$ cat src/rtl/rpab_pkg.sv
// ----------------------------------------------------------------------------
// rpab_pkg
// shared widths and constants of the rms pixel accumulation buffer
// ----------------------------------------------------------------------------
package rpab_pkg;
  localparam int CH_W  = 16;
  localparam int SQ_W  = 2 * CH_W;
  localparam int CRD_W = 13;
  localparam int REG_W = 9;

  localparam logic [1:0] OP_ACC  = 2'd0;
  localparam logic [1:0] OP_PEAK = 2'd1;
  localparam logic [1:0] OP_READ = 2'd2;

  localparam logic REG_WIDTH  = 1'b0;
  localparam logic REG_HEIGHT = 1'b1;
endpackage

$ cat src/rtl/rpab_mul.sv
// ----------------------------------------------------------------------------
// rpab_mul
// bit-serial shift-add multiplier, one multiplier bit per cycle
// ----------------------------------------------------------------------------
module rpab_mul
  import rpab_pkg::*;
(
  input  logic            clk,
  input  logic            rst,
  input  logic            start,
  input  logic [CH_W-1:0] a,
  input  logic [CH_W-1:0] b,
  output logic            done,
  output logic [SQ_W-1:0] prod
);
  logic [SQ_W:0]           p;
  logic [CH_W-1:0]         a_r;
  logic [$clog2(CH_W)-1:0] cnt;
  logic                    busy;
  logic [CH_W:0]           hi;

  always_comb begin
    hi = p[0] ? ({1'b0, p[SQ_W-1:CH_W]} + {1'b0, a_r}) : {1'b0, p[SQ_W-1:CH_W]};
  end

  always_ff @(posedge clk) begin
    if (rst) begin
      busy <= 1'b0;
      done <= 1'b0;
      cnt  <= '0;
    end else begin
      done <= 1'b0;
      if (start) begin
        busy <= 1'b1;
        cnt  <= '0;
      end else if (busy) begin
        cnt <= cnt + 1'b1;
        if (cnt == $clog2(CH_W)'(CH_W - 1)) begin
          busy <= 1'b0;
          done <= 1'b1;
        end
      end
    end
  end

  always_ff @(posedge clk) begin
    if (start) begin
      p   <= {{(CH_W + 1){1'b0}}, b};
      a_r <= a;
    end else if (busy) begin
      p <= {1'b0, hi, p[CH_W-1:1]};
    end
  end

  assign prod = p[SQ_W-1:0];
endmodule

$ cat config.mk
export PLATFORM = sky130hd
export DESIGN_NAME = rpab_mul
export DESIGN_NICKNAME = d
export VERILOG_FILES = /design/src/rtl/rpab_pkg.sv /design/src/rtl/rpab_mul.sv
export SDC_FILE = /design/constraint.sdc
export NUM_CORES = 1
export LEC_CHECK = 0
export BUFFER_PORTS_ARGS = -buffer_cell sky130_fd_sc_hd__buf_2
export CAP_MARGIN = 10
export CORE_MARGIN = 2
export CORE_UTILIZATION = 58
export DETAILED_ROUTE_END_ITERATION = 10
export GPL_TIMING_DRIVEN = 0
export PLACE_DENSITY = 0.82
export SYNTH_ARGS = -nofsm -noshare
export SYNTH_HDL_FRONTEND = slang
export SYNTH_SLANG_ARGS = --single-unit
$ cat constraint.sdc
create_clock -name clk -period 3.64 [get_ports clk]
set_clock_uncertainty 0.1 [all_clocks]
set_input_delay 0.182 -clock clk [delete_from_list [all_inputs] [get_ports clk]]
set_output_delay 0.182 -clock clk [all_outputs]
set_load 0.03 [all_outputs]
# Word-level counts from Yosys, hierarchy flattened
# Index checks and enable logic that the tools add are counted.
[totals]
regBits = 54
out_inout_bits = 33
in_bits = 35
elab_cells = 20
[classes]
n_mux = 7
add_sub_neg = 2
n_eq_ne = 1
bitwise = 1
reduce_logical = 3
[ops]
columns = ["cell", "count"]
rows = [
  ["two-way mux 16 bit", 2],
  ["adder 16 x 16 -> 17 bit", 1],
  ["two-way mux 17 bit", 1],
  ["adder 4 x 1 -> 4 bit, second input constant", 1],
  ["== test 4 bit, second input constant", 1],
  ["two-way mux 1 bit", 4],
  ["OR reduction 3 bit", 1],
  ["nonzero test 2 bit", 1],
  ["OR reduction 2 bit", 1],
  ["inverter 1 bit", 1],
]

# Depth between registers and ports, before layout
[depth]
ltp_word = 4
depth_mapped = 8
ltp_nobuf = 8

# Least setup slack after synthesis
# Ideal clock, no wire load.
[synth_timing]
path_type = "register -> register"
from = "register p[16]"
to = "register p[29]"
period_less_slack_ns = 2.281
setup_time_ns = 0.122
arrival_time_ns = 2.059
required_ns = 3.418
setup_slack_ns = 1.359
path_buffers = 0
stages_incl_launch_ff = 9
path_cell_list = "dfxtp_1 > ha_1 > fa_1 > a21o_1 > nand4_1 > a31oi_1 > a21oi_1 > nor4_1 > a311o_1"
[synth_between]
elab_chain_len = 2
[synth_lines]
columns = ["element", "line", "rtl"]
rows = [
  ["start: declaration", "rpab_mul.sv:16", "logic [SQ_W:0] p;"],
  ["start signal: assignment", "rpab_mul.sv:48", "p <= {{(CH_W + 1){1'b0}}, b};"],
  ["start signal: assignment", "rpab_mul.sv:51", "p <= {1'b0, hi, p[CH_W-1:1]};"],
  ["adder 16 x 16 -> 17 bit", "rpab_mul.sv:23", "hi = p[0] ? ({1'b0, p[SQ_W-1:CH_W]} + {1'b0, a_r}) : {1'b0, p[SQ_W-1:CH_W]};"],
  ["two-way mux 17 bit", "rpab_mul.sv:23", ""],
]
# No other way between the ends.
# A chain may end at the register's enable or synchronous reset.

# Worst setup path in the final report
[layout_timing]
from = "register a_r[0]"
to = "register p[29]"
[layout_between]
elab_chain_len = 2
[layout_lines]
columns = ["element", "line", "rtl"]
rows = [
  ["start: declaration", "rpab_mul.sv:17", "logic [CH_W-1:0] a_r;"],
  ["start signal: assignment", "rpab_mul.sv:49", "a_r <= a;"],
  ["adder 16 x 16 -> 17 bit", "rpab_mul.sv:23", ""],
  ["two-way mux 17 bit", "rpab_mul.sv:23", ""],
]
# No other way between the ends.

==> results.ini <==
[run_status]
status = finished, final reports clean

[clock_tree]
clock_path_buffers = 2
cts_buffers = 5
insertion_delay_ps = 310
path_clk_slew_ps = 100
cts_sinks = 54
cts_tree = yes
cts_root_buf = clkbuf_8
htreeDepth = 2

[routing]
first_pass_iters = 4
vias_per_cell = 5.50
vias = 2268
wl_per_cell_um = 14.5
drt_iter0_markers = 115
drc = 0
drtAntennaViolNets = 0
wirelength_mm = 5.99

[logic_synthesis]
synth_cell_type_count = 50
synthesis.nets = 306
avgSynthCellArea_um2 = 11.2
synthDominantCellAreaShare_pct = 33.9
ys_ff_latch = 54
synth_seq_area_share_pct = 49.5
netlist_area_um2 = 2830
synth_ff_type = edfxtp_1
synth_area_leaders = edfxtp_1 (34%), dfxtp_1 (16%), ha_1 (7.5%)
yosysTopAreaCell = edfxtp_1
synth_cells = 253
async_flop_share_pct = 0
yosys_warnings = 0
synth-edff-count = 32

[critical_path]
crit_buf_inv = 0
r2r-start = a_r[0]
startpoint_type = register
reg2reg_slack_ps = 1220
slowest_delay_ps = 410
cp.arrival_ps = 2530
worst_r2r_endpoint = p[29]
cpLargestDelayFamily = compound AO/OA/AOI/OAI gates
critPathKind = reg2reg
crit_path_end_kind = register
cp_cell_sequence = ha_1, fa_1, a21o_1, nand4_1, a31oi_1, a21oi_1, nor4_1, a311o_1
required_ps = 3750
cp_max_fo = 4
reg2reg_depth = 8
crit_slowest_cell = fa_1

[global_routing]
grt_overflow = 0
grt_max_degree = 18
grt_pass1_vias = 2045
grt_antenna_before_repair = 0
grt_pass1_wl_mm = 9.24
grt_usage_pct = 22.0

[die]
die_w_um = 73.9
initial_utilization_pct = 59.9
core.rowCount = 25
ios = 68
core_area_um2 = 4720
die-area_um2 = 5460
die_h_um = 73.9

[final_layout]
area_delta_synth_final_pct = 23.8
fillers = 330
layout-drive-gt1-share_pct = 30.1
regArea_um2 = 1400
n_antenna_cell = 0
layout.nets = 397
multi_input_area_um2 = 1340

[power]
powerDensity_nw_per_um2 = 425
p_leak_nw = 1.48
finalPower_mw = 1.49
ir_drop_mv = 0.309

[timing]
relSlewSlack_pct = 61.1
worst_pin_slew_ps = 582
layout_min_cycle_time_ps = 2420
drv_slew = 0
setup_violations = 0
max_freq_mhz = 413
period_share_pct = 66.6
finalHoldViolCount = 0
rsz0062_at_grt = false
setup_tns_ps = 0

[place]
portBuffers = 67
gp_congestion = 0.822
hpwl_mm = 4.26

[worst_hold_path]
hp-class = in2reg
min_to = p[15]
hold_path_depth = 3
min_from = b[15]

[run]
cap_violations = 0

[layout make-up]
class	instances	area share [%]
buffer	10	2.28
clock buffer	6	2.07
clock inverter	2	0.357
inverter	3	0.321
multi-input combinational	186	38.2
sequential	54	40.0
tap	67	2.39
timing repair buffer	84	14.4
[what timing repair did]
action,CTS,global route
hold buffers,17,0
setup buffers,0,0
endpoints found under the hold margin,17,0
setup endpoints to repair,0,0
gates resized for setup,0,0
[logic make-up (layout without fill, tap and decap cells)]
kind of cell             after synthesis  count (layout)  share of synthesized area, %
AO/OA/AOI/OAI                         66              66                          15.7
XOR/XNOR                              15              15                          4.64
adder cells (fa/ha/maj)               18              18                          8.22
buffers and inverters                 13             105                          3.23
flip-flops                            54              54                          49.5
multiplexers                          22              22                          8.44
AND/OR/NAND/NOR                       65              65                          10.3
[metal layers]
layer | vias to the layer above | GRT usage, % | wire length (µm)
met5 | - | 0 | 0
met4 | 0 | 5.66 | 82
met3 | 9 | 4.25 | 317
met2 | 78 | 36.0 | 2870
met1 | 1057 | 30.0 | 2720
li1 | 1124 | - | -
[worst register-to-register path, stage by stage (launching register included)]
cell      delay (ps)
edfxtp_1         380
ha_1             220
fa_1             410
a21o_1           210
nand4_1          110
a31oi_1          170
a21oi_1          310
nor4_1           100
a311o_1          320
[sequential cells by signal, summed over array words and instances, names as in the netlist]
name / count
p: 32
done: 1
cnt: 4
a_r: 16
busy: 1
[through the flow]
stage                     std cells  area (µm²)  hold slack (ps)  worst slack (ps)  utilization (%)
after floorplan                 253        2830              154              1360                -
after global placement          387        3250              258              1280             68.8
after detailed placement        387        3250              260              1270             68.8
after CTS                       412        3510             62.1              1250             74.2
after global routing            412        3510             71.0              1110             74.2
final                           412        3510             65.2              1220             74.2
[placed cells by master, fill, tap and decap left out, drive strengths merged, types with 3 or more instances in the layout]
cell,instances
a211oi,8
a21oi,22
a31oi,3
buf,74
clkbuf,9
dfxtp,22
dlygate4sd3,17
edfxtp,32
ha,17
inv,5
mux2,15
mux2i,7
nand2,16
nand3,3
nand4,4
nor2,30
o211ai,3
o21a,3
o21ai,8
o22ai,6
or2,3
xnor2,10
xor2,5
[synth_stat cells (all sizes together) (2+ instances only)]
cell and count:
edfxtp 32, nor2 30, buf 7, clkbuf 3, nand3 3, mux2 15, o211ai 3, xor2 5
a21oi 22, xnor2 10, a21boi 2, mux2i 7, o21a 3, a211oi 8, or2 3, inv 3
a21o 2, nand4 4, o22ai 6, nand2 16, a31oi 3, dfxtp 22, ha 17, o21ai 8
[report_power, final]
group | switching (mW) | total (mW) | internal [mW]
clock network | 0.197 | 0.334 | 0.137
logic | 0.245 | 0.418 | 0.173
registers | 0.0339 | 0.739 | 0.705
[worst max-delay path by stage]
| stage | slack [ps] | from | end | depth (start not counted) |
|---|---|---|---|---|
| after floorplan | 1360 | p[16] | p[29] | 8 |
| after global placement | 1280 | a_r[0] | p[29] | 8 |
| after detailed placement | 1270 | a_r[0] | p[29] | 8 |
| after CTS | 1250 | a_r[0] | p[29] | 8 |
| after global routing | 1110 | a_r[0] | p[29] | 8 |
| final | 1220 | a_r[0] | p[29] | 8 |
Power figures use the tool's default switching activity.
