## src/rtl/rpab_pkg.sv

```systemverilog
// ----------------------------------------------------------------------------
// rpab_pkg
// shared widths and constants of the rms pixel accumulation buffer
// ----------------------------------------------------------------------------
package rpab_pkg;
  localparam int CH_W  = 16;
  localparam int SQ_W  = 2 * CH_W;
  localparam int CRD_W = 13;
  localparam int REG_W = 9;

  localparam logic [1:0] OP_ACC  = 2'd0;
  localparam logic [1:0] OP_PEAK = 2'd1;
  localparam logic [1:0] OP_READ = 2'd2;

  localparam logic REG_WIDTH  = 1'b0;
  localparam logic REG_HEIGHT = 1'b1;
endpackage

```

## src/rtl/rpab_sqrt.sv

```systemverilog
// ----------------------------------------------------------------------------
// rpab_sqrt
// digit-recurrence integer square root, one root bit per cycle
// ----------------------------------------------------------------------------
module rpab_sqrt
  import rpab_pkg::*;
(
  input  logic            clk,
  input  logic            rst,
  input  logic            start,
  input  logic [SQ_W-1:0] value,
  output logic            done,
  output logic [CH_W-1:0] root
);
  logic [SQ_W-1:0]         v_r;
  logic [CH_W+1:0]         rem;
  logic [$clog2(CH_W)-1:0] cnt;
  logic                    busy;
  logic [CH_W+3:0]         rs;
  logic [CH_W+3:0]         trial;
  logic                    take;

  always_comb begin
    rs    = {rem, v_r[SQ_W-1:SQ_W-2]};
    trial = {2'b00, root, 2'b01};
    take  = rs >= trial;
  end

  always_ff @(posedge clk) begin
    if (rst) begin
      busy <= 1'b0;
      done <= 1'b0;
      cnt  <= '0;
    end else begin
      done <= 1'b0;
      if (start) begin
        busy <= 1'b1;
        cnt  <= '0;
      end else if (busy) begin
        cnt <= cnt + 1'b1;
        if (cnt == $clog2(CH_W)'(CH_W - 1)) begin
          busy <= 1'b0;
          done <= 1'b1;
        end
      end
    end
  end

  always_ff @(posedge clk) begin
    if (start) begin
      v_r  <= value;
      rem  <= '0;
      root <= '0;
    end else if (busy) begin
      v_r  <= {v_r[SQ_W-3:0], 2'b00};
      rem  <= take ? rs[CH_W+1:0] - trial[CH_W+1:0] : rs[CH_W+1:0];
      root <= {root[CH_W-2:0], take};
    end
  end
endmodule

```

## config.mk

```make
export PLATFORM = sky130hd
export DESIGN_NAME = rpab_sqrt
export DESIGN_NICKNAME = d
export VERILOG_FILES = /design/src/rtl/rpab_pkg.sv /design/src/rtl/rpab_sqrt.sv
export SDC_FILE = /design/constraint.sdc
export NUM_CORES = 1
export LEC_CHECK = 0
export ABC_CLOCK_PERIOD_IN_PS = 4850
export BUFFER_PORTS_ARGS = -buffer_cell sky130_fd_sc_hd__buf_2
export CAP_MARGIN = 5
export CORE_UTILIZATION = 62
export CTS_CLUSTER_SIZE = 30
export DETAILED_ROUTE_END_ITERATION = 12
export PLACE_DENSITY = 0.89
export SLEW_MARGIN = 0
export SYNTH_ARGS = -nofsm -noshare
export SYNTH_HDL_FRONTEND = slang
export SYNTH_SLANG_ARGS = --single-unit
```

## constraint.sdc

```tcl
create_clock -name clk -period 4.85 [get_ports clk]
set_input_delay 0.2425 -clock clk [delete_from_list [all_inputs] [get_ports clk]]
set_output_delay 0.2425 -clock clk [all_outputs]
set_load 0.05 [all_outputs]
```

After elaboration in Yosys (flattened, before gate mapping)

Index checks and enable logic that the tools add are counted.

Logic and storage cells: 21
Bits in registers: 72
Input bits: 35
Output and inout port bits: 17

Equality and inequality tests: 1
Reduce and logical (&&, ||, !) cells: 3
Bitwise gates (word level): 1
$lt $le $gt $ge: 1
Multiplexer cells: 7
$add $sub $neg: 2

Operators by type and width:

| kind                | count |
|---|---|
| $mux 32             | 2 |
| $ge 20x18->1        | 1 |
| $mux 18             | 1 |
| $sub 18x18->18      | 1 |
| $add 4x1->4 const B | 1 |
| $eq 4x4->1 const B  | 1 |
| $mux 1              | 4 |
| $reduce_or 3->1     | 1 |
| $reduce_bool 2->1   | 1 |
| $reduce_or 2->1     | 1 |
| $not 1->1           | 1 |

Logic depth before layout (Yosys ltp)

Depth in word-level cells: 4
Depth in mapped cells: 10
Gate-level depth less buffers: 8

Least setup slack after synthesis

OpenSTA, ideal clock, no wires.

Kind: register -> register
From: reg root[3]
To: reg rem[15]
Cell stages (with the launch flop): 11
Period minus slack after synthesis: 2.639 ns
Buffers on the path: 2
Data required time: 4.733 ns
Library setup time: 0.117 ns
Slack: 2.211 ns
Data arrival time: 2.522 ns
Cells stage by stage: dfxtp_1 inv_1 ha_1 buf_6 a21oi_4 o21ai_2 a221oi_2 a32oi_4 buf_6 o21a_1 a22o_1

Longest elaborated chain between the ends: 2
Elaborated cells between the ends (all ways): 3
Classes of those cells: add/sub (1); order compare (1); mux (1)

Ends and longest elaborated chain:

| item                                                  | line                             | source |
|---|---|---|
| start: declaration                                    | rpab_sqrt.sv:13                  | `output logic [CH_W-1:0] root` |
| start signal: assignment                              | rpab_sqrt.sv:57                  | `root <= {root[CH_W-2:0], take};` |
| $sub 18x18->18 / $ge 20x18->1 (equally long branches) | rpab_sqrt.sv:56, rpab_sqrt.sv:26 |  |
| $mux 18 (*)                                           | rpab_sqrt.sv:56                  | `rem <= take ? rs[CH_W+1:0] - trial[CH_W+1:0] : rs[CH_W+1:0];` |
| end signal: assignment                                | rpab_sqrt.sv:56                  |  |
| end: declaration                                      | rpab_sqrt.sv:16                  | `logic [CH_W+1:0] rem;` |

Every way passes the cells marked *; elsewhere a longest branch is shown, timed or not.
A chain may end at the register's enable or synchronous reset.

Final worst setup path

From: reg root[11]
To: reg rem[15]

The elaborated chain is that of the path after synthesis.

==> results by stage <==
Power:
- Summed over all cells, the static leakage comes to about 1.8 nW.
- The completed layout was analyzed and its total power is roughly 2.4 mW.
- The power per cell area is roughly 530 nW/um^2.
- The worst-case IR drop observed on VDD is ~350 uV.

GRT:
- In the global route stage, overall resource usage came out at 0.267.
- Entering global routing, the biggest net connects a little over 60 pins.
- The first global-routing pass estimated 13.4 mm of wire.
- The number of global-route vias before repair is 2903.
- The total congestion overflow after global routing is 0.
- The initial antenna violation count is 0.

Final layout:
- The net count of the finished layout is 488.
- After routing the design area is about 4500 um^2.
- The top cell types in the final layout, fill and taps aside, are 51 x sky130_fd_sc_hd__buf_2, 42 x sky130_fd_sc_hd__nor2_1, 40 x sky130_fd_sc_hd__dfxtp_1, 32 x sky130_fd_sc_hd__edfxtp_1, 30 x sky130_fd_sc_hd__mux2_2.
- The proportion of layout cells with a drive suffix above 1 is 0.251.
- The filler-free cell count of the finished design is 514.
- The number of diodes added for antenna fixing is 0.
- From synthesis to final layout, the design area changed by 11.9%.
- The commonest non-fill, non-tap cell in the layout is sky130_fd_sc_hd__buf_2.
- At the end of the flow the core is filled with cells to 0.738.

Critical path:
- STA classifies the critical path endpoint as a flip-flop.
- The startpoint of the most critical setup path is root[11].
- Along the worst path, the maximum fanout reaches 26.
- The reg-to-reg critical path startpoint is root[11].
- The element type at the critical path start is a flip-flop.
- The category of the most critical setup path is reg2reg.
- For the worst setup path, the data required time is 5090 ps.
- The data arrival time of the worst path is between 3000 and 4000 ps.
- The number of cells on the worst reg-to-reg path is 8.
- The reg2reg setup slack is roughly 2000 ps.
- The terminus of the critical flop-to-flop path is rem[15].

Logic synthesis:
- When the netlist entered floorplanning its net count stood at 445.
- The top flip-flop cell by instance count after synthesis is sky130_fd_sc_hd__dfxtp_1.
- For this run, the register share of the synthesized area comes to 0.441.
- The post-synthesis sequential element count is between 70 and 80.
- sky130_fd_sc_hd__edfxtp_1 takes more of the synthesized area than any other cell.
- The share of synthesized area in the top cell type comes to 0.240.
- The gate count after technology mapping is between 300 and 400.
- The proportion of register bits with asynchronous set or reset after synthesis is 0.
- The Yosys step of the flow raised 0 warnings.
- The cell area that synthesis handed to floorplanning was 4000 um^2.
- The netlist uses 60 different library cells.
- The number of enable-type register cells in the synthesized netlist is 32.
- The mean instance size in the synthesized netlist is a little over 10 um^2.
- Sorting the synthesized cells by area gives the leading types as sky130_fd_sc_hd__edfxtp_1 24%, sky130_fd_sc_hd__dfxtp_1 20%, sky130_fd_sc_hd__mux2_2 8.4%, sky130_fd_sc_hd__mux2i_1 6.0%, sky130_fd_sc_hd__ha_1 5.9%.

Placed design:
- The HPWL after detailed placement is 5.90 mm.
- The congestion estimate from routability-driven global placement came to between 0.8 and 0.9.
- The number of port buffers is between 50 and 60.
- The placed instances occupy a cell area of 4260 um^2.
- Including well taps, the total number of placed cells is between 400 and 500.

CTS:
- The count of cells resized by post-cts repair is 0.
- The buffer count from post-CTS setup fixing is 0.
- The buffer cell driving the clock tree root is sky130_fd_sc_hd__clkbuf_8.
- No sink is reached through more buffers than the 2 on the longest clock path.
- The H-tree was split into 3 levels.
- The clock-pin slew on the worst setup and hold paths is approximately 80 ps.
- Buffers inserted to repair hold after CTS numbered 0.
- TritonCTS created 9 clock buffers.
- The clock reaches the later pin of the worst-skew pair after about 340 ps.
- The number of sinks handled by clock tree synthesis is just over 70.
- The TritonCTS clock tree is done.

Min path:
- In this run the most critical hold path is launched from rst.
- The type of the most critical hold path is in2reg.
- The worst hold path cell count is 2.
- For hold timing, the worst endpoint is busy.

STA:
- For the final database, setup skew stands at 10.3 ps.
- The worst pin sits at a relative slew slack of 0.200.
- The transition time at the pin with the least slew margin is between 1000 and 1500 ps.
- The count of endpoints failing hold in the final timing report came to 0.
- Adding up every negative setup slack in the final design gives 0 ps.
- Counting I/O delays and the setup requirement, the final critical path takes about 2900 ps.
- The final max-slew violation count is 0.
- Setup repair after global routing left no endpoint under its margin.
- The highest clock frequency the design can meet is roughly 350 MHz.
- The final worst-path cycle share is 0.594.
- The final count of negative-setup-slack endpoints is 0.

Routing:
- The ratio of routed vias to standard cells is just over 6.
- The count of nets left with antenna violations once routing finished came out at 0.
- The initial detailed-routing violation count is around 240.
- After detailed routing, the number of remaining DRC violations is 0.
- The detailed-route wire length per cell is approximately 16 um.
- The total detailed-routing wirelength is around 8.4 mm.
- The pre-antenna-repair detailed-routing pass consisted of 5 iterations.
- The routed layout has between 3000 and 4000 vias.

Floorplan:
- After floorplanning, the core was divided into 28 placement rows.
- The floorplan die area is just under 7000 um^2.
- The vertical die dimension is roughly 82 um.
- The number of placed I/O pins is 52.
- The starting density of the core is 0.660.
- The total area inside the core boundary comes to between 6000 and 7000 um^2.
- The die width is 82.3 um.

Status:
- The flow ran to the end, and the final reports show no timing, DRC or antenna violations.

Flow run:
- Across the run, the number of max-cap violations was 0.
==> worst max-delay path by stage <==
stage / endpoint / slack (ps)
after floorplan: rem[15] / 2210
after global placement: rem[1] / 2130
after detailed placement: rem[15] / 2050
after CTS: rem[1] / 1980
after global routing: rem[15] / 1740
final: rem[15] / 1970
==> cell usage after synthesis, types with 4 or more instances <==
library cell	instances
sky130_fd_sc_hd__nand3_1	5
sky130_fd_sc_hd__o211ai_1	5
sky130_fd_sc_hd__dfxtp_1	40
sky130_fd_sc_hd__clkbuf_1	13
sky130_fd_sc_hd__mux2_2	30
sky130_fd_sc_hd__ha_1	19
sky130_fd_sc_hd__inv_1	24
sky130_fd_sc_hd__nor3_1	6
sky130_fd_sc_hd__edfxtp_1	32
sky130_fd_sc_hd__nor2_1	42
sky130_fd_sc_hd__nand4_1	5
sky130_fd_sc_hd__mux2i_1	24
sky130_fd_sc_hd__nor4_1	4
sky130_fd_sc_hd__a211oi_1	4
sky130_fd_sc_hd__a21oi_1	18
sky130_fd_sc_hd__xnor2_1	9
sky130_fd_sc_hd__o21ai_0	16
sky130_fd_sc_hd__nand2_1	22
sky130_fd_sc_hd__buf_2	4
sky130_fd_sc_hd__xor2_1	7
sky130_fd_sc_hd__o221ai_1	4
==> worst max-delay path, cell delays in order, from the launching register on <==
cell and delay [ps]:
sky130_fd_sc_hd__dfxtp_1 360, sky130_fd_sc_hd__inv_1 60, sky130_fd_sc_hd__ha_1 410, sky130_fd_sc_hd__a21oi_1 130
sky130_fd_sc_hd__o21ai_0 320, sky130_fd_sc_hd__o211ai_1 200, sky130_fd_sc_hd__a32oi_4 760, sky130_fd_sc_hd__o311ai_0 300
sky130_fd_sc_hd__a22o_1 250
==> through the flow <==
stage / hold WS (ps) / setup WS (ps)
after floorplan: 315 / 2210
after global placement: 420 / 2130
after detailed placement: 418 / 2050
after CTS: 52.5 / 1980
after global routing: 67.2 / 1740
final: 60.9 / 1970
==> area by class of cell <==
class,instances,area (um^2)
clock inverter,7,95.1
inverter,25,93.8
multi-input combinational,272,2030
timing repair buffer,54,278
tap,75,93.8
clock buffer,9,124
fill,429,1590
sequential,72,1760
==> state kept, by name, indices dropped and copies added, names as in the netlist <==
name  count
busy      1
done      1
root     16
cnt       4
v_r      32
rem      18
==> kinds of logic after synthesis <==
logic type / count (synthesis) / synth area share
xor+xnor: 16 / 0.0350
simple gates: 104 / 0.123
flops: 72 / 0.441
mux: 55 / 0.148
buf+inv: 47 / 0.0519
compound gates: 78 / 0.142
fa+ha+maj: 19 / 0.0594
==> power breakdown <==
part / switching (mW) / internal [mW]
Clock: 0.238 / 0.290
Sequential: 0.0480 / 0.711
Combinational: 0.610 / 0.467
==> per-layer routing <==
layer  GRT usage  up-vias  routed length (um)
met5           0        -                   0
met4       0.109        0                 157
met3      0.0659       16                 569
met2       0.437      149                4030
met1       0.337     1449                3630
li1            -     1512                   -
Note: power is estimated with default switching activity, not from simulation.
