**src/rtl/rpab_pkg.sv**
```systemverilog
// ----------------------------------------------------------------------------
// rpab_pkg
// shared widths and constants of the rms pixel accumulation buffer
// ----------------------------------------------------------------------------
package rpab_pkg;
  localparam int CH_W  = 16;
  localparam int SQ_W  = 2 * CH_W;
  localparam int CRD_W = 13;
  localparam int REG_W = 9;

  localparam logic [1:0] OP_ACC  = 2'd0;
  localparam logic [1:0] OP_PEAK = 2'd1;
  localparam logic [1:0] OP_READ = 2'd2;

  localparam logic REG_WIDTH  = 1'b0;
  localparam logic REG_HEIGHT = 1'b1;
endpackage

```
**src/rtl/rpab_div.sv**
```systemverilog
// ----------------------------------------------------------------------------
// rpab_div
// restoring divider, one quotient bit per cycle
// ----------------------------------------------------------------------------
module rpab_div
  import rpab_pkg::*;
#(
  parameter int DW = 16
) (
  input  logic            clk,
  input  logic            rst,
  input  logic            start,
  input  logic [SQ_W-1:0] dividend,
  input  logic [DW-1:0]   divisor,
  output logic            done,
  output logic [SQ_W-1:0] quot,
  output logic            rem_nz
);
  logic [SQ_W-1:0]         dvd;
  logic [DW-1:0]           dvs;
  logic [DW-1:0]           rem;
  logic [$clog2(SQ_W)-1:0] cnt;
  logic                    busy;
  logic [DW:0]             trial;
  logic                    qbit;
  logic [DW:0]             diff;

  always_comb begin
    trial = {rem, dvd[SQ_W-1]};
    diff  = trial - {1'b0, dvs};
    qbit  = trial >= {1'b0, dvs};
  end

  always_ff @(posedge clk) begin
    if (rst) begin
      busy <= 1'b0;
      done <= 1'b0;
      cnt  <= '0;
    end else begin
      done <= 1'b0;
      if (start) begin
        busy <= 1'b1;
        cnt  <= '0;
      end else if (busy) begin
        cnt <= cnt + 1'b1;
        if (cnt == $clog2(SQ_W)'(SQ_W - 1)) begin
          busy <= 1'b0;
          done <= 1'b1;
        end
      end
    end
  end

  always_ff @(posedge clk) begin
    if (start) begin
      dvd <= dividend;
      dvs <= divisor;
      rem <= '0;
    end else if (busy) begin
      dvd <= {dvd[SQ_W-2:0], qbit};
      rem <= qbit ? diff[DW-1:0] : trial[DW-1:0];
    end
  end

  assign quot   = dvd;
  assign rem_nz = rem != '0;
endmodule

```
**config.mk**
```make
export PLATFORM = sky130hd
export DESIGN_NAME = rpab_div
export DESIGN_NICKNAME = d
export VERILOG_FILES = /design/src/rtl/rpab_pkg.sv /design/src/rtl/rpab_div.sv
export SDC_FILE = /design/constraint.sdc
export NUM_CORES = 1
export LEC_CHECK = 0
export BUFFER_PORTS_ARGS = -buffer_cell sky130_fd_sc_hd__buf_4
export CAP_MARGIN = 0
export CORE_ASPECT_RATIO = 1.2
export CORE_MARGIN = 10
export CORE_UTILIZATION = 49
export CTS_CLUSTER_DIAMETER = 100
export DETAILED_ROUTE_END_ITERATION = 10
export PLACE_DENSITY = 0.73
export SLEW_MARGIN = 15
export SYNTH_ARGS = -nofsm -noshare
export SYNTH_HDL_FRONTEND = slang
export SYNTH_SLANG_ARGS = --single-unit
```
**constraint.sdc**
```tcl
create_clock -name clk -period 2.9 [get_ports clk]
set_input_delay 0.29 -clock clk [delete_from_list [all_inputs] [get_ports clk]]
set_output_delay 0.29 -clock clk [all_outputs]
set_load 0.02 [all_outputs]
```
; ---- Word-level counts from Yosys, hierarchy flattened
; Cells that the tools add are included.
[op_classes]
add_sub_neg = 2
n_reduce_logical = 4
order_cmp = 1
mux = 7
eq_ne = 1
bitwise_logic = 1
[ops]
columns = op, count
row1 = two-way mux 32 bit, 2
row2 = greater-or-equal comparator 17 x 16 -> 1 bit, 1
row3 = two-way mux 16 bit, 1
row4 = nonzero test 16 bit, 1
row5 = subtractor 16 bit, 1
row6 = adder 5 x 1 -> 5 bit (second input constant), 1
row7 = == test 5 bit (second input constant), 1
row8 = two-way mux 1 bit, 4
row9 = OR reduction 3 bit, 1
row10 = nonzero test 2 bit, 1
row11 = OR reduction 2 bit, 1
row12 = NOT 1 bit, 1
[totals]
inputBits = 51
regBits = 71
elab_cells = 22
output_inout_bits = 34

; ---- Depth between registers and ports, before layout
; Gate-level depths: netlist of the first run.
[logic_depth]
word_depth = 4
depth_mapped = 10
mapped_depth_nobuf = 9

; ---- Worst setup path after synthesis of the first run
; OpenSTA, ideal clock, no wires.
[synth_path]
path_type = reg2reg
start = register dvd[31], in the netlist quot[31]
end = register rem[10]
path_stages_with_launch = 10
path_buffers = 0
slack_ns = 0.463
period_less_slack_ns = 2.437
setup_ns = 0.150
arrival_ns = 2.287
required_ns = 2.750
cell_sequence = edfxtp_1 -> inv_1 -> ha_1 -> fa_1 -> nand2b_1 -> a211o_1 -> a211o_1 -> and3_1 -> o21ai_1 -> a311oi_2
[synth_between]
elab_chain_len = 2
elab_cells_between_ends = 3
classes_between = add/sub: 1 / order compare: 1 / mux: 1
[synth_rtl]
columns = item, line
row1 = "start, declared", rpab_div.sv:19  ; logic [SQ_W-1:0] dvd;
row2 = "start signal, assigned", rpab_div.sv:56  ; dvd <= dividend;
row3 = "start signal, assigned", rpab_div.sv:60  ; dvd <= {dvd[SQ_W-2:0], qbit};
row4 = subtractor 16 bit or greater-or-equal comparator 17 x 16 -> 1 bit (tied branches), "rpab_div.sv:30, rpab_div.sv:31"
row5 = two-way mux 16 bit (*), rpab_div.sv:61  ; rem <= qbit ? diff[DW-1:0] : trial[DW-1:0];
row6 = "end signal, assigned", rpab_div.sv:61
row7 = "end, declared", rpab_div.sv:21  ; logic [DW-1:0] rem;
; Mark *: on every way between the ends. The rest lies on a longest branch, timed or not.
; A chain may end at the register's enable or synchronous reset.

; ---- Final worst setup path of the first run
[layout_path]
start = register dvs[8]
end = register rem[1]
[layout_between]
elab_chain_len = 2
[layout_rtl]
columns = item, line
row1 = "start, declared", rpab_div.sv:20  ; logic [DW-1:0] dvs;
row2 = "start signal, assigned", rpab_div.sv:57  ; dvs <= divisor;
row3 = greater-or-equal comparator 17 x 16 -> 1 bit, rpab_div.sv:31  ; qbit = trial >= {1'b0, dvs};
row4 = two-way mux 16 bit, rpab_div.sv:61
; Every way passes these cells.

==> results.md, run 1 <==
- Slew headroom: 49.86%
- Fin util: 62.14%
- Highest fanout seen on the critical path: 25
- Hold crit path type: input port to register
- Clk buf depth: 2
- Vias per cell: 5.512
- Kind of critical path: register to register
- #FFs+latches synth: 71
- Max Fclk: 0.3789 GHz
- Total global routing overflow: 0
- CTS clk-pin slew, worst paths: 0.08 ns
- Routed via count: 2,916
- Post-route worst setup slack: 0.2610 ns
- DRC: 0
- # resized after CTS: 0
- Power Internal: 1.863 mW
- Final hold viol count: 0
- Clock Skew: 0.008351 ns
- Yosys Warn Count: 0
- 1st-iter DRT viols: 95
- Worst vdd ir: 363.0 uV
- CTS Buf Count: 9
- Least-Margin Pin Slew: 0.7521 ns
- DPL Wire Length: 6.655 mm
- Leakage: 1.979 nW
- H-tree depth: 3
- Initial antenna violation count: 0
- Area Overhead vs Synth: 22.54%
- Setup TNS: 0 ns
- GRT Total Usage: 15.36%
- Fill cells: 647
- Logic pwr share: 24.1%
- Multi-input gate area: 0.001831 mm2
- Async set-reset flop share out of synthesis: 0%
- Routability cong.: 0.8853
- Std cell rows: 35
- Synth area leaders: edfxtp_1 37%, dfxtp_1 12%, mux2_2 9.2%, ha_1 5.8%, mux2i_1 3.1%
- Top-Level Pins: 85
- Number of global-route vias before repair: 3,153
- TritonCTS Sinks: 71
- Pre-CTS setup slack: 0.2658 ns
- CP startpoint kind: register
- Syn Inst Count: 351
- Final setup viols: 0
- Antenna Cells: 0
- Area leader, netlist: edfxtp_1
- Hold Path Stages: 2
- Ys flop type: edfxtp_1
- FF/Latch Area: 0.001902 mm2
- Post-Syn Area: 0.003909 mm2
- Pin count of the biggest net entering global routing: 47
- Max-cap violations: 0
- Mean Syn Cell Area: 11.14 um2
- Area of the core: 0.007707 mm2
- Outcome: completed
- Hold-fix buffers, CTS: 0
- RSZ-0062 raised after global routing: no
- Final worst path period share: 91.00%
- Port bufs: 84
- Die outline height: 117.8 um
- Clock Latency Late Sink: 0.35 ns
- DR pass1 iterations: 4
- Cell area power density: 553.8 mW/mm2
- Post-CTS Setup Repair Bufs: 0
- Clock power frac: 29.3%
- WP data arrival: 2.88 ns
- Post-Route WL: 8.921 mm
- Avg WL per Cell: 16.86 um
- Root buf cell: clkbuf_8
- Sw power: 0.7894 mW
- Synthesized net count: 421
- Worst reg-to-reg path cell count: 8
- Minimum clock period: 2.639 ns
- Final #Nets: 502
- DIE AREA: 0.01196 mm2
- Post-synth EDFFs: 48
- First-pass GRT wire length: 14.97 mm
- Starting Density: 50.71%
- Synth top area share: 36.88%
- Yosys cell types: 56
- Antenna Violating Nets Remaining: 0
- Flop pwr share: 46.6%
- Critical path required time: 3.14 ns
- Sequential cell area fraction in the yosys report: 48.66%
- CTS tree: done
- Share of cells above drive strength 1: 32.72%
- Switching share of power: 29.76%
- Fin. max-slew vios: 0
- Die width: 101.5 um
- CP Capture Type: register
power groups by stage:
| stage | Sequential, mW | Clock [mW] | Combinational (mW) |
|---|---|---|---|
| finish | 1.24 | 0.777 | 0.640 |
| global route | 1.25 | 0.842 | 0.710 |
| CTS | 1.24 | 0.801 | 0.646 |
| detailed placement | 1.26 | 0 | 0.644 |
| global placement | 1.25 | 0 | 0.634 |
| floorplan | 1.30 | 0 | 0.378 |
final timing paths:
kind	startpoint	end	slack, ns
max	dvs[8]$_DFFE_PP_	rem[1]$_SDFFE_PP0P_	0.26
min	rst	busy$_SDFF_PP0_	0.1
max reg2reg	dvs[8]$_DFFE_PP_	rem[1]$_SDFFE_PP0P_	0.26
min reg2reg	cnt[4]$_SDFFE_PP0P_	cnt[4]$_SDFFE_PP0P_	0.51
metal layers:
layer / GRT usage (%) / share of wire (%) / vias to the layer above
met1: 17.59 / 41 / 1352
met4: 5.759 / 2.2 / 0
met2: 22.86 / 45 / 94
li1: - / - / 1452
met3: 9.043 / 11 / 18
met5: 0 / 0 / -
final cells by class:
class	count	area share [%]
Inverter	25	1.959
Multi-Input combinational cell	238	38.22
Timing Repair Buffer	87	13.64
Clock buffer	12	3.474
Clock inverter	4	0.6008
Tap cell	92	2.403
Sequential cell	71	39.71
cells in the mapped netlist (4+ instances only):
master,count
edfxtp_1,48
mux2_2,32
nor2_1,29
inv_1,25
dfxtp_1,23
nand2_1,19
a21oi_1,18
ha_1,18
a211oi_1,12
mux2i_1,12
clkbuf_1,9
a21o_1,8
nand4_1,7
nand2b_1,6
o21ai_0,6
xnor2_1,6
and3_1,4
nor4_1,4
o21ai_1,4
xor2_1,4
sequential cells by signal, summed over array words and instances, names as in the netlist:
name	count
quot	32
dvs	16
rem	16
cnt	5
busy	1
done	1
logic make-up (layout without fill, tap and decap cells):
group	Yosys count	after routing	share of synthesized area, %
AND/OR/NAND/NOR	91	91	11.72
adder cells (fa/ha/maj)	19	19	6.274
flip-flops	71	71	48.66
buffers and inverters	42	128	4.513
XOR/XNOR	10	10	2.241
AO/OA/AOI/OAI	73	73	14.02
multiplexers	45	45	12.58
placed cells by master (no fill, tap or decap), drive strengths merged, types with 3 or more instances in the layout:
cell type,count
buf,87
edfxtp,48
mux2,33
nor2,29
inv,25
dfxtp,23
nand2,19
a21oi,19
ha,18
a211oi,12
mux2i,12
clkbuf,12
o21ai,10
a21o,8
nand4,7
nand2b,6
xnor2,6
or2,6
and3,4
nor4,4
xor2,4
nand3,3
a211o,3
a311oi,3
worst max-delay path, cell delays in order (launching register included):
cell	delay, ns
edfxtp_1	0.33
inv_1	0.05
ha_1	0.38
a21o_1	0.25
a31oi_4	0.25
a21oi_2	0.10
o41a_4	0.62
nor4bb_1	0.20
or3_1	0.35
metrics by stage:
step | cell area (um2) | hold slack [ns] | total power [mW] | cells
after floorplan | 3909 | 0.3624 | 1.683 | 351
after global placement | 4594 | 0.4577 | 1.888 | 513
after detailed placement | 4594 | 0.4624 | 1.901 | 513
after CTS | 4790 | 0.08138 | 2.683 | 529
after global routing | 4790 | 0.07592 | 2.800 | 529
final | 4790 | 0.09508 | 2.652 | 529
(Power assumes the default switching activity.)
==> run 2, diff against run 1 <==
CORE_UTILIZATION = 25   (was 49)
PLACE_DENSITY = unset   (was 0.73)
==> run 2 against run 1 <==
Against the previous run:
- global-route usage shrank 5.4 points
- core utilization shrank 30 points
- design area increased by 5.2%
- via count rose by 1.6%
==> results.md, run 2 (same netlist as run 1, synthesis figures left out) <==
- Post-CTS Setup Repair Bufs: 0
- GRT Total Usage: 9.946%
- Max-cap violations: 0
- Number of global-route vias before repair: 3,238
- Top-Level Pins: 85
- Final setup viols: 0
- Layout Cells excl Fill: 646
- Vias per cell: 4.588
- Critical path required time: 3.15 ns
- Post-route worst setup slack: 0.2559 ns
- FF-to-FF setup slack: 0.26 ns
- RSZ-0062 raised after global routing: no
- Slew headroom: 45.45%
- Die outline height: 157.0 um
- Highest fanout seen on the critical path: 25
- Clock Latency Late Sink: 0.34 ns
- 1st-iter DRT viols: 102
- CTS tree: done
- Starting Density: 25.30%
- CP startpoint kind: register
- Kind of critical path: register to register
- Die width: 134.1 um
- Most frequent cells in the layout: 88 x buf_4, 48 x edfxtp_1, 32 x mux2_2
- Total global routing overflow: 0
- DPL Wire Length: 7.350 mm
- Worst R2R End: rem[0]$_SDFFE_PP0P_
- DRC: 0
- Worst min-delay path endpoint: busy$_SDFF_PP0_
- Antenna Cells: 0
- Critical Path Start: dvs[8]$_DFFE_PP_
- Share of cells above drive strength 1: 32.88%
- Worst vdd ir: 283.6 uV
- Dpl cell area: 0.004747 mm2
- Outcome: completed
- Area Overhead vs Synth: 28.87%
- FF/Latch Area: 0.001902 mm2
- Clock Skew: 0.008115 ns
- Clk buf depth: 2
- Std cell rows: 50
- Dpl cells: 630
- WP data arrival: 2.90 ns
- Hold Path Stages: 2
- Post-Route WL: 9.867 mm
- H-tree depth: 3
- Hold-fix buffers, CTS: 0
- CP Capture Type: register
- Antenna Violating Nets Remaining: 0
- Worst reg-to-reg path cell count: 8
- Pre-CTS setup slack: 0.2440 ns
- TritonCTS Sinks: 71
- # resized after CTS: 0
- Initial antenna violation count: 0
- Area of the core: 0.01545 mm2
- Avg WL per Cell: 15.27 um
- Cell area after layout: 0.005037 mm2
- DIE AREA: 0.02106 mm2
- Commonest non-fill, non-tap cell in the layout: buf_4
- Routability cong.: 0.8717
- Reg2Reg Launch Point: dvs[8]$_DFFE_PP_
- Final hold viol count: 0
- Fin. max-slew vios: 0
- First-pass GRT wire length: 16.50 mm
- Routed via count: 2,964
- HP Start: rst
- DR pass1 iterations: 4
- Hold slack final: 0.1058 ns
- Least-Margin Pin Slew: 0.8182 ns
- Pin count of the biggest net entering global routing: 46
- Final #Nets: 503
- Final worst path period share: 91.18%
- Multi-input gate area: 0.001831 mm2
- Minimum clock period: 2.644 ns
- CTS Buf Count: 9
- Leakage: 2.032 nW
- Hold crit path type: input port to register
- Max Fclk: 0.3782 GHz
- Fill cells: 1,611
- Setup TNS: 0 ns
- CTS clk-pin slew, worst paths: 0.06 ns
- Max reg flops: 32
- Cell area power density: 591.5 mW/mm2
- Port bufs: 84
- Root buf cell: clkbuf_16
==> run 2: how the worst max path moves through the flow <==
stage                      endpoint  cells after the start
2_1_floorplan  rem[10]$_SDFFE_PP0P_                      9
3_3_place_gp    rem[1]$_SDFFE_PP0P_                      8
5_1_grt         rem[0]$_SDFFE_PP0P_                      7
6_report        rem[0]$_SDFFE_PP0P_                      8
3_5_place_dp    rem[0]$_SDFFE_PP0P_                      8
4_1_cts         rem[0]$_SDFFE_PP0P_                      8
==> run 2: cell type report <==
cell class | count | share of cell area (%)
multi-input cells | 238 | 36.34
repair buffers | 88 | 13.11
clock buffers | 10 | 4.545
well taps | 208 | 5.166
clock inverters | 6 | 1.217
inverters | 25 | 1.863
flip-flops and latches | 71 | 37.75
==> run 2: critical path, cell delays in order (launching register included) <==
cell and delay (ns):
edfxtp_1 0.32, inv_1 0.05, ha_1 0.37, a21o_1 0.25, a31oi_4 0.25, a21oi_2 0.10
o41a_4 0.63, mux2_1 0.36, a211oi_1 0.23
==> run 2: through the flow <==
step / utilization (%) / power (mW)
2_1_floorplan: - / 1.683
3_3_place_gp: 30.72 / 1.900
3_5_place_dp: 30.72 / 1.910
4_1_cts: 32.60 / 3.033
5_1_grt: 32.60 / 3.149
6_report: 32.60 / 2.980
==> run 2: report_power, final <==
| group | switching (mW) | leakage, nW | internal [mW] | total, mW |
|---|---|---|---|---|
| clock network | 0.433 | 0.142 | 0.662 | 1.09 |
| logic | 0.351 | 1.22 | 0.296 | 0.647 |
| registers | 0.0539 | 0.667 | 1.18 | 1.24 |
| total | 0.837 | 2.03 | 2.14 | 2.98 |
==> run 2: routing by layer <==
layer / GRT usage, % / vias up / part of all wire [%]
li1: - / 1461 / -
met3: 5.644 / 15 / 11
met2: 15.93 / 87 / 46
met4: 3.996 / 0 / 1.8
met5: 0 / - / 0
met1: 10.64 / 1401 / 41
